===== src/cts_pkg.sv =====
// Shared types, widths and constants for the cosine Taylor-series core.
// Holds the microcode ROM, the divisor table and the pi/180 constant.
// No dependencies.
package cts_pkg;

	localparam int MAX_TERMS = 16;
	localparam int FRAC_BITS = 40;

	localparam int NT_W      = 5;
	localparam int IDX_W     = $clog2(MAX_TERMS);
	localparam int ANGLE_W   = 26;
	localparam int X_W       = 44;
	localparam int X2_W      = 48;
	localparam int M_W       = 64;
	localparam int ACC_W     = 112;
	localparam int SUM_W     = 48;
	localparam int QUO_W     = 72;
	localparam int DEN_W     = 10;
	localparam int X_SHIFT   = 78 - FRAC_BITS;
	localparam int DIV_RADIX = 8;
	localparam int DIV_STEPS = QUO_W / DIV_RADIX;
	localparam int DCNT_W    = 4;
	localparam int PC_W      = 5;

	localparam logic [NT_W-1:0]  NUM_TERMS_RST = NT_W'(10);
	localparam logic [SUM_W-1:0] SUM_HALF      = SUM_W'(1) << (SUM_W - 1);
	localparam logic [SUM_W-1:0] SUM_MAX       = '1;
	localparam logic [M_W-1:0]   TERM0         = M_W'(1) << FRAC_BITS;
	localparam logic [DCNT_W-1:0] DIV_LAST     = DCNT_W'(DIV_STEPS - 1);

	// binary fraction num/den with 62 fractional bits, elaboration time only
	function automatic logic [63:0] frac_q62(input logic [63:0] num, input logic [63:0] den);
		logic [63:0] r;
		logic [63:0] q;
		r = num;
		q = '0;
		for (int i = 0; i < 62; i++) begin
			r = r << 1;
			q = q << 1;
			if (r >= den) begin
				q[0] = 1'b1;
				r = r - den;
			end
		end
		return q;
	endfunction

	localparam logic [63:0] K_DEG2RAD = frac_q62(64'd3141592653589, 64'd180000000000000);

	// (2k-1)(2k) for term k
	function automatic logic [DEN_W-1:0] den_of(input logic [IDX_W-1:0] k);
		logic [DEN_W-1:0] d;
		case (k)
			4'd1:    d = 10'd2;
			4'd2:    d = 10'd12;
			4'd3:    d = 10'd30;
			4'd4:    d = 10'd56;
			4'd5:    d = 10'd90;
			4'd6:    d = 10'd132;
			4'd7:    d = 10'd182;
			4'd8:    d = 10'd240;
			4'd9:    d = 10'd306;
			4'd10:   d = 10'd380;
			4'd11:   d = 10'd462;
			4'd12:   d = 10'd552;
			4'd13:   d = 10'd650;
			4'd14:   d = 10'd756;
			4'd15:   d = 10'd870;
			default: d = 10'd1;
		endcase
		return d;
	endfunction

	typedef enum logic [1:0] {
		HOLD_NONE = 2'd0,
		HOLD_IN   = 2'd1,
		HOLD_OUT  = 2'd2,
		HOLD_DIV  = 2'd3
	} hold_t;

	typedef enum logic [1:0] {
		BR_NONE   = 2'd0,
		BR_ALWAYS = 2'd1,
		BR_LAST   = 2'd2
	} br_t;

	typedef enum logic [1:0] {
		A_MAG = 2'd0,
		A_X   = 2'd1,
		A_M   = 2'd2
	} asel_t;

	typedef enum logic [1:0] {
		B_K  = 2'd0,
		B_X  = 2'd1,
		B_X2 = 2'd2
	} bsel_t;

	typedef struct packed {
		hold_t           hold;
		br_t             br;
		logic [PC_W-1:0] target;
		logic            mul_en;
		asel_t           a_sel;
		logic            a_hi;
		bsel_t           b_sel;
		logic            b_hi;
		logic            acc_clr;
		logic            ld_init;
		logic            ld_x;
		logic            ld_x2;
		logic            ld_div;
		logic            div_step;
		logic            ld_m;
		logic            add_term;
		logic            emit;
	} cw_t;

	localparam logic [PC_W-1:0] PC_IDLE = PC_W'(0);
	localparam logic [PC_W-1:0] PC_TERM = PC_W'(11);

	// microprogram; a multiply's product is registered before it is added into the accumulator
	function automatic cw_t ucode(input logic [PC_W-1:0] pc);
		cw_t cw;
		cw = '0;
		case (pc)
			5'd0: begin
				cw.hold = HOLD_IN; cw.ld_init = 1'b1; cw.acc_clr = 1'b1;
			end
			5'd1: begin
				cw.mul_en = 1'b1; cw.a_sel = A_MAG; cw.b_sel = B_K;
			end
			5'd2: begin
				cw.mul_en = 1'b1; cw.a_sel = A_MAG; cw.b_sel = B_K; cw.b_hi = 1'b1;
			end
			5'd3: begin
			end
			5'd4: begin
				cw.ld_x = 1'b1; cw.acc_clr = 1'b1;
			end
			5'd5: begin
				cw.mul_en = 1'b1; cw.a_sel = A_X; cw.b_sel = B_X;
			end
			5'd6: begin
				cw.mul_en = 1'b1; cw.a_sel = A_X; cw.b_sel = B_X; cw.b_hi = 1'b1;
			end
			5'd7: begin
				cw.mul_en = 1'b1; cw.a_sel = A_X; cw.a_hi = 1'b1; cw.b_sel = B_X;
			end
			5'd8: begin
				cw.mul_en = 1'b1; cw.a_sel = A_X; cw.a_hi = 1'b1;
				cw.b_sel = B_X; cw.b_hi = 1'b1;
			end
			5'd9: begin
			end
			5'd10: begin
				cw.ld_x2 = 1'b1; cw.acc_clr = 1'b1;
			end
			5'd11: begin
				cw.add_term = 1'b1;
			end
			5'd12: begin
				cw.hold = HOLD_OUT; cw.emit = 1'b1; cw.br = BR_LAST; cw.target = PC_IDLE;
			end
			5'd13: begin
				cw.mul_en = 1'b1; cw.a_sel = A_M; cw.b_sel = B_X2;
			end
			5'd14: begin
				cw.mul_en = 1'b1; cw.a_sel = A_M; cw.b_sel = B_X2; cw.b_hi = 1'b1;
			end
			5'd15: begin
				cw.mul_en = 1'b1; cw.a_sel = A_M; cw.a_hi = 1'b1; cw.b_sel = B_X2;
			end
			5'd16: begin
				cw.mul_en = 1'b1; cw.a_sel = A_M; cw.a_hi = 1'b1;
				cw.b_sel = B_X2; cw.b_hi = 1'b1;
			end
			5'd17: begin
			end
			5'd18: begin
				cw.ld_div = 1'b1; cw.acc_clr = 1'b1;
			end
			5'd19: begin
				cw.hold = HOLD_DIV; cw.div_step = 1'b1;
			end
			5'd20: begin
				cw.ld_m = 1'b1; cw.br = BR_ALWAYS; cw.target = PC_TERM;
			end
			default: begin
				cw.br = BR_ALWAYS; cw.target = PC_IDLE;
			end
		endcase
		return cw;
	endfunction

endpackage


===== src/cosine_taylor_series_core.sv =====
// Cosine by Maclaurin series: microcoded sequencer around one 32x32 multiplier,
// a 112-bit accumulator and an 8-bit-per-cycle divider.
// Depends on cts_pkg.
//
// Usage:
//   in channel  (in_valid/in_ready, angle_deg): one angle in degrees, Q.16.
//   out channel (out_valid/out_ready, term_index, partial_sum, last): one
//   transaction per series term, partial_sum in Q8.40, last on the final one.
//   cfg channel (cfg_valid/cfg_ready, cfg_data): number of terms, 0 acts as 1,
//   above 16 acts as 16; always ready, write only while idle.
// Sequence: after the input transaction the angle is scaled by pi/180 and
//   squared before the first partial sum is registered; every later term
//   takes four partial products on the shared multiplier, then nine divider
//   steps of 8 quotient bits. An angle occupies the block until its last term
//   is in the output register, including any output stall; in_ready is high only between angles.
// Stall: a partial sum waits in the output register; the sequencer holds at
//   its emit step until that register is free, so nothing is dropped.
// Reset: control clears, term count returns to 10, block is idle at once.
module cosine_taylor_series_core (
	input  logic                                 clk,
	input  logic                                 arst_n,
	input  logic                                 in_valid,
	output logic                                 in_ready,
	input  logic signed [cts_pkg::ANGLE_W-1:0]   angle_deg,
	output logic                                 out_valid,
	input  logic                                 out_ready,
	output logic        [cts_pkg::IDX_W-1:0]     term_index,
	output logic signed [cts_pkg::SUM_W-1:0]     partial_sum,
	output logic                                 last,
	input  logic                                 cfg_valid,
	output logic                                 cfg_ready,
	input  logic        [cts_pkg::NT_W-1:0]      cfg_data
);

	cts_pkg::cw_t                   cw;
	logic [cts_pkg::PC_W-1:0]       pc_q;
	logic [cts_pkg::NT_W-1:0]       num_terms_q;
	logic [cts_pkg::NT_W-1:0]       n_eff;
	logic [cts_pkg::NT_W-1:0]       n_m1;
	logic                           fire;
	logic                           last_term;
	logic                           take_br;

	logic [cts_pkg::ANGLE_W-1:0]    raw;
	logic [cts_pkg::ANGLE_W-1:0]    mag;
	logic [cts_pkg::ANGLE_W-1:0]    mag_q;
	logic [cts_pkg::X_W-1:0]        x_q;
	logic [cts_pkg::X2_W-1:0]       x2_q;
	logic [cts_pkg::M_W-1:0]        m_q;
	logic [cts_pkg::SUM_W-1:0]      s_q;
	logic [cts_pkg::IDX_W-1:0]      k_q;

	logic [63:0]                    a_word;
	logic [63:0]                    b_word;
	logic [31:0]                    a_part;
	logic [31:0]                    b_part;
	logic [63:0]                    p_s1;
	logic [1:0]                     psh_s1;
	logic                           pv_s1;
	logic [cts_pkg::ACC_W-1:0]      addend;
	logic [cts_pkg::ACC_W-1:0]      acc_q;

	logic [cts_pkg::QUO_W-1:0]      div_q;
	logic [cts_pkg::DEN_W-1:0]      rem_q;
	logic [cts_pkg::DCNT_W-1:0]     dcnt_q;
	logic [cts_pkg::DEN_W-1:0]      den;
	logic [cts_pkg::DEN_W-1:0]      rem_nx;
	logic [cts_pkg::DIV_RADIX-1:0]  qbits;

	logic [cts_pkg::SUM_W-1:0]      headroom;
	logic [cts_pkg::SUM_W-1:0]      sum_nx;

	logic                           out_valid_q;
	logic [cts_pkg::IDX_W-1:0]      term_index_q;
	logic [cts_pkg::SUM_W-1:0]      partial_sum_q;
	logic                           last_q;

	assign cw = cts_pkg::ucode(pc_q);

	// effective term count and end-of-angle test
	always_comb begin
		if (num_terms_q == '0)
			n_eff = cts_pkg::NT_W'(1);
		else if (num_terms_q > cts_pkg::NT_W'(cts_pkg::MAX_TERMS))
			n_eff = cts_pkg::NT_W'(cts_pkg::MAX_TERMS);
		else
			n_eff = num_terms_q;
	end
	assign n_m1      = n_eff - cts_pkg::NT_W'(1);
	assign last_term = ({1'b0, k_q} == n_m1);

	always_comb begin
		case (cw.hold)
			cts_pkg::HOLD_NONE: fire = 1'b1;
			cts_pkg::HOLD_IN:   fire = in_valid;
			cts_pkg::HOLD_OUT:  fire = !out_valid_q || out_ready;
			cts_pkg::HOLD_DIV:  fire = (dcnt_q == cts_pkg::DIV_LAST);
			default:            fire = 1'b1;
		endcase
	end

	always_comb begin
		case (cw.br)
			cts_pkg::BR_NONE:   take_br = 1'b0;
			cts_pkg::BR_ALWAYS: take_br = 1'b1;
			cts_pkg::BR_LAST:   take_br = last_term;
			default:            take_br = 1'b0;
		endcase
	end

	assign in_ready  = (cw.hold == cts_pkg::HOLD_IN);
	assign cfg_ready = 1'b1;

	always_ff @(posedge clk or negedge arst_n) begin
		if (!arst_n) begin
			pc_q        <= cts_pkg::PC_IDLE;
			num_terms_q <= cts_pkg::NUM_TERMS_RST;
			pv_s1       <= 1'b0;
			out_valid_q <= 1'b0;
			k_q         <= '0;
		end else begin
			if (cfg_valid)
				num_terms_q <= cfg_data;
			if (fire)
				pc_q <= take_br ? cw.target : pc_q + cts_pkg::PC_W'(1);
			pv_s1 <= cw.mul_en;
			if (cw.ld_init && fire)
				k_q <= '0;
			else if (cw.emit && fire && !last_term)
				k_q <= k_q + cts_pkg::IDX_W'(1);
			if (cw.emit && fire)
				out_valid_q <= 1'b1;
			else if (out_ready)
				out_valid_q <= 1'b0;
		end
	end

	// magnitude of the angle; cosine is even
	assign raw = angle_deg;
	assign mag = angle_deg[cts_pkg::ANGLE_W-1] ? (~raw + cts_pkg::ANGLE_W'(1)) : raw;

	// shared 32x32 multiplier
	always_comb begin
		case (cw.a_sel)
			cts_pkg::A_MAG: a_word = 64'(mag_q);
			cts_pkg::A_X:   a_word = 64'(x_q);
			cts_pkg::A_M:   a_word = m_q;
			default:        a_word = '0;
		endcase
		case (cw.b_sel)
			cts_pkg::B_K:  b_word = cts_pkg::K_DEG2RAD;
			cts_pkg::B_X:  b_word = 64'(x_q);
			cts_pkg::B_X2: b_word = 64'(x2_q);
			default:       b_word = '0;
		endcase
	end
	assign a_part = cw.a_hi ? a_word[63:32] : a_word[31:0];
	assign b_part = cw.b_hi ? b_word[63:32] : b_word[31:0];

	always_comb begin
		case (psh_s1)
			2'd0:    addend = cts_pkg::ACC_W'(p_s1);
			2'd1:    addend = cts_pkg::ACC_W'({p_s1, 32'b0});
			2'd2:    addend = cts_pkg::ACC_W'({p_s1, 64'b0});
			default: addend = '0;
		endcase
	end

	// divider: eight restoring steps per cycle, MSB first
	assign den = cts_pkg::den_of(k_q);
	always_comb begin
		logic [cts_pkg::DEN_W-1:0] r;
		logic [cts_pkg::DEN_W:0]   cur;
		r     = rem_q;
		qbits = '0;
		for (int i = cts_pkg::DIV_RADIX - 1; i >= 0; i--) begin
			cur = {r, div_q[cts_pkg::QUO_W - cts_pkg::DIV_RADIX + i]};
			if (cur >= {1'b0, den}) begin
				qbits[i] = 1'b1;
				r        = cts_pkg::DEN_W'(cur - {1'b0, den});
			end else begin
				r = cur[cts_pkg::DEN_W-1:0];
			end
		end
		rem_nx = r;
	end

	// saturating update of the offset sum (offset 128.0)
	assign headroom = cts_pkg::SUM_MAX - s_q;
	always_comb begin
		if (!k_q[0]) begin
			if (m_q > cts_pkg::M_W'(headroom))
				sum_nx = cts_pkg::SUM_MAX;
			else
				sum_nx = s_q + m_q[cts_pkg::SUM_W-1:0];
		end else begin
			if (m_q > cts_pkg::M_W'(s_q))
				sum_nx = '0;
			else
				sum_nx = s_q - m_q[cts_pkg::SUM_W-1:0];
		end
	end

	always_ff @(posedge clk) begin
		p_s1   <= a_part * b_part;
		psh_s1 <= 2'(cw.a_hi) + 2'(cw.b_hi);
		if (cw.acc_clr && fire)
			acc_q <= '0;
		else if (pv_s1)
			acc_q <= acc_q + addend;
		if (cw.ld_init && fire) begin
			mag_q <= mag;
			m_q   <= cts_pkg::TERM0;
			s_q   <= cts_pkg::SUM_HALF;
		end
		if (cw.ld_x)
			x_q <= acc_q[cts_pkg::X_SHIFT +: cts_pkg::X_W];
		if (cw.ld_x2)
			x2_q <= acc_q[cts_pkg::FRAC_BITS +: cts_pkg::X2_W];
		if (cw.ld_div) begin
			div_q  <= acc_q[cts_pkg::FRAC_BITS +: cts_pkg::QUO_W];
			rem_q  <= '0;
			dcnt_q <= '0;
		end else if (cw.div_step) begin
			div_q  <= {div_q[cts_pkg::QUO_W-cts_pkg::DIV_RADIX-1:0], qbits};
			rem_q  <= rem_nx;
			dcnt_q <= dcnt_q + cts_pkg::DCNT_W'(1);
		end
		// quotient above 64 bits saturates the term
		if (cw.ld_m)
			m_q <= (|div_q[cts_pkg::QUO_W-1:cts_pkg::M_W]) ? '1 : div_q[cts_pkg::M_W-1:0];
		if (cw.add_term)
			s_q <= sum_nx;
		if (cw.emit && fire) begin
			term_index_q  <= k_q;
			partial_sum_q <= {~s_q[cts_pkg::SUM_W-1], s_q[cts_pkg::SUM_W-2:0]};
			last_q        <= last_term;
		end
	end

	assign out_valid   = out_valid_q;
	assign term_index  = term_index_q;
	assign partial_sum = partial_sum_q;
	assign last        = last_q;

endmodule


===== config.mk =====
export PLATFORM = sky130hd
export DESIGN_NAME = cosine_taylor_series_core
export DESIGN_NICKNAME = d
export VERILOG_FILES = /design/src/cts_pkg.sv /design/src/cosine_taylor_series_core.sv
export SDC_FILE = /design/constraint.sdc
export NUM_CORES = 2
export LEC_CHECK = 0
export BUFFER_PORTS_ARGS = -buffer_cell sky130_fd_sc_hd__buf_2
export CORE_MARGIN = 2
export CORE_UTILIZATION = 35
export CTS_BUF_LIST = sky130_fd_sc_hd__clkbuf_16
export CTS_CLUSTER_DIAMETER = 40
export DETAILED_ROUTE_END_ITERATION = 6
export GPL_ROUTABILITY_DRIVEN = 0
export SYNTH_ARGS = -nofsm -noshare
export SYNTH_HDL_FRONTEND = slang
export SYNTH_SLANG_ARGS = --single-unit

===== constraint.sdc =====
create_clock -name clk -period 42.1 [get_ports clk]
set_input_delay 0 -clock clk [delete_from_list [all_inputs] [get_ports clk]]
set_output_delay 0 -clock clk [all_outputs]
set_load 0.02 [all_outputs]

==> qor.yml <==
sta:
  relSlewSlack: 0.0396
  maxSlewViolCount: 0
  rsz0062_at_grt: "no"
  setup_viol: 0
  max_freq_ghz: 0.0443
  finClkSkew_ns: 0.0377
  worstMarginPinSlew_ns: 1.43
  finalHoldViolCount: 0
  tns_ns: 0
  layout_min_cycle_time_ns: 22.57
  post-route-period-util: 0.536
run:
  drv_cap: 0
outcome:
  status: "finished, final reports clean"
synth:
  syn_nets: 9700
  syn_area_um2: 71400
  async_flop_share: 0.0284
  synth-main-ff-cell: "edfxtp_1"
  yosys.cell_types.count: 117
  synth_edf_count: 355
  synth_top_area_cell: "fa_1"
  synth.avg_cell_area_um2: 8.76
  seq_area_frac_synth: 0.209
  yosysWarnings: 0
  yosys_register_bits: 563
  ys_top_cells_by_area: "fa_1, edfxtp_1, ha_1"
  syn_inst: 8154
  yosys.area.top_type_share: 0.254
setup_path:
  slowest_stage: "ha_1"
  required_ns: 42.69
  critPathLaunchType: "register"
  crit_cells: 91
  path_class: "reg -> reg"
  reg2reg_to: "rem_q[4]"
  crit_family: "compound AO/OA/AOI/OAI gates"
  worstSetupStartpoint: "k_q[1]"
  reg2reg_slack_ns: 19.53
  crit_path_end: "rem_q[4]"
  r2r-start: "k_q[1]"
  r2r_cells: 91
  crit_buf_inv: 8
  critPathMostFrequentCell: "o21ai_0"
  crit_fanout: 21
  cp_slowest_stage_delay_ns: 0.61
  cp-end-kind: "register"
  critPathArrivalTime_ns: 23.16
floorplanning:
  start_util: 0.353
  fp.dieW_um: 456
  fp-row-count: 165
  die_area_um2: 208000
  core_um2: 203000
  io_pins: 92
  die_h_um: 456
placed_design:
  port-buffer-count: 90
  dp_hpwl_um: 175000
clock_network:
  htreeDepth: 3
  cts_hold_buf: 65
  clk_root_buffer_cell: "clkbuf_16"
  clkSinkCount: 563
  worst_skew_pair.late_latency_ns: 0.72
  postCtsResizedCells: 0
  cts_tree: "yes"
  clockBufferDepth: 3
  cts_buffers: 99
  clkTransAtPathRegs_ns: 0.06
  post_cts_buffers: 0
grt:
  gr-total-overflow: 0
  grt_max_degree: 71
  antenna_found_initial: 17
  grt_pass1_wl_um: 360000
  grt_pass1_vias: 59400
  grt_use_total: 0.224
layout:
  drive_above_1_share: 0.0674
  final_common_cell: "nand2_1"
  layout_common_cells: "nand2_1, inv_1, fa_1, nor2_1, ha_1"
  fin_util: 0.390
  area_delta_synth_final_pct: 10.7
  nNetsFinal: 9682
worst_hold_path:
  min_path_type: "in -> reg"
route:
  first_pass_iters: 7
  routed_wl_um: 235000
  postRouteAntennaNets: 0
  avgRoutedWirePerCell_um: 21.6
  num_vias: 58800
  initialDrtViolationCount: 6000
  drc_errors: 0
  via_per_inst: 5.40
==> cells in the mapped netlist (14+ instances only) <==
library cell and n:
nand2_1 1299, inv_1 1276, fa_1 907, nor2_1 648, ha_1 603, a21oi_1 410, edfxtp_1 355, clkbuf_1 347
xnor2_1 220, o21ai_0 210, dfxtp_1 192, mux2i_1 137, nor2b_1 128, and2_1 125, a21o_1 118, nor3_1 93
xor2_1 77, nand3_1 74, o21bai_1 72, nand2b_1 65, a211oi_1 54, and3_1 52, a22o_1 44, nand4_1 40
a31oi_1 39, or3_1 37, o21a_1 35, a221oi_1 33, o21ai_1 28, o31ai_1 26, o22ai_1 23, buf_1 22
a22oi_1 21, nor4_1 21, o211ai_1 19, or2_2 19, dfrtp_1 14
==> cell families (layout without fill, tap and decap cells) <==
kind of cell / after synthesis / in the layout / share of synthesized area
buffers and inverters: 1666 / 1732 / 0.0885
other: 1 / 5 / 0.0000525
flip-flops: 563 / 563 / 0.209
AND/OR/NAND/NOR: 2652 / 2652 / 0.163
adder cells (fa/ha/maj): 1520 / 1520 / 0.361
XOR/XNOR: 299 / 299 / 0.0370
AO/OA/AOI/OAI: 1299 / 1299 / 0.120
multiplexers: 154 / 154 / 0.0222
==> flip-flops by register name, indices dropped and copies added, names as in the netlist <==
signal	flops
m_q	64
pc_q	5
p_s1	64
psh_s1	2
s_q	48
rem_q	10
partial_sum	48
div_q	72
dcnt_q	4
last	1
mag_q	26
num_terms_q	5
pv_s1	1
x_q	44
x2_q	48
acc_q	112
term_index	4
k_q	4
out_valid	1
==> stage by stage <==
stage | cell area [µm²] | hold slack (ns) | setup slack [ns] | cells
after floorplan | 71400 | -0.296 | 22.14 | 8154
after global placement | 74900 | -0.0201 | 20.31 | 10600
after detailed placement | 74900 | 0.00183 | 19.90 | 10600
after CTS | 79100 | 0.0120 | 19.78 | 10900
after global routing | 79100 | 0.0598 | 17.71 | 10900
final | 79100 | 0.0783 | 19.53 | 10900
==> cell type report <==
| cell class | count | area (µm²) |
|---|---|---|
| fillers | 20200 | 123000 |
| multi-input cells | 5925 | 50600 |
| flip-flops and latches | 563 | 14900 |
| inverters | 1279 | 4800 |
| well taps | 2672 | 3340 |
| clock buffers | 101 | 2530 |
| repair buffers | 268 | 1950 |
| clock inverters | 84 | 938 |
| diodes | 4 | 10.0 |
==> routing by layer <==
layer	GRT usage	share of wire
met4	0.0870	0.045
met2	0.362	0.46
met1	0.297	0.41
met5	0	0.00014
met3	0.0410	0.088
==> how the worst min path moves through the flow <==
stage / cells after the start / startpoint / end / slack [ns]
floorplan: 0 / arst_n / k_q[0] / -0.30
global placement: 1 / arst_n / out_valid / -0.02
detailed placement: 1 / arst_n / out_valid / 0.002
CTS: 2 / angle_deg[0] / mag_q[0] / 0.01
global route: 2 / angle_deg[0] / mag_q[0] / 0.06
finish: 2 / angle_deg[0] / mag_q[0] / 0.08
Power is left out: the tool's default activity adds up to more than one toggle a clock period on the data nets, which glitch-free logic cannot reach.
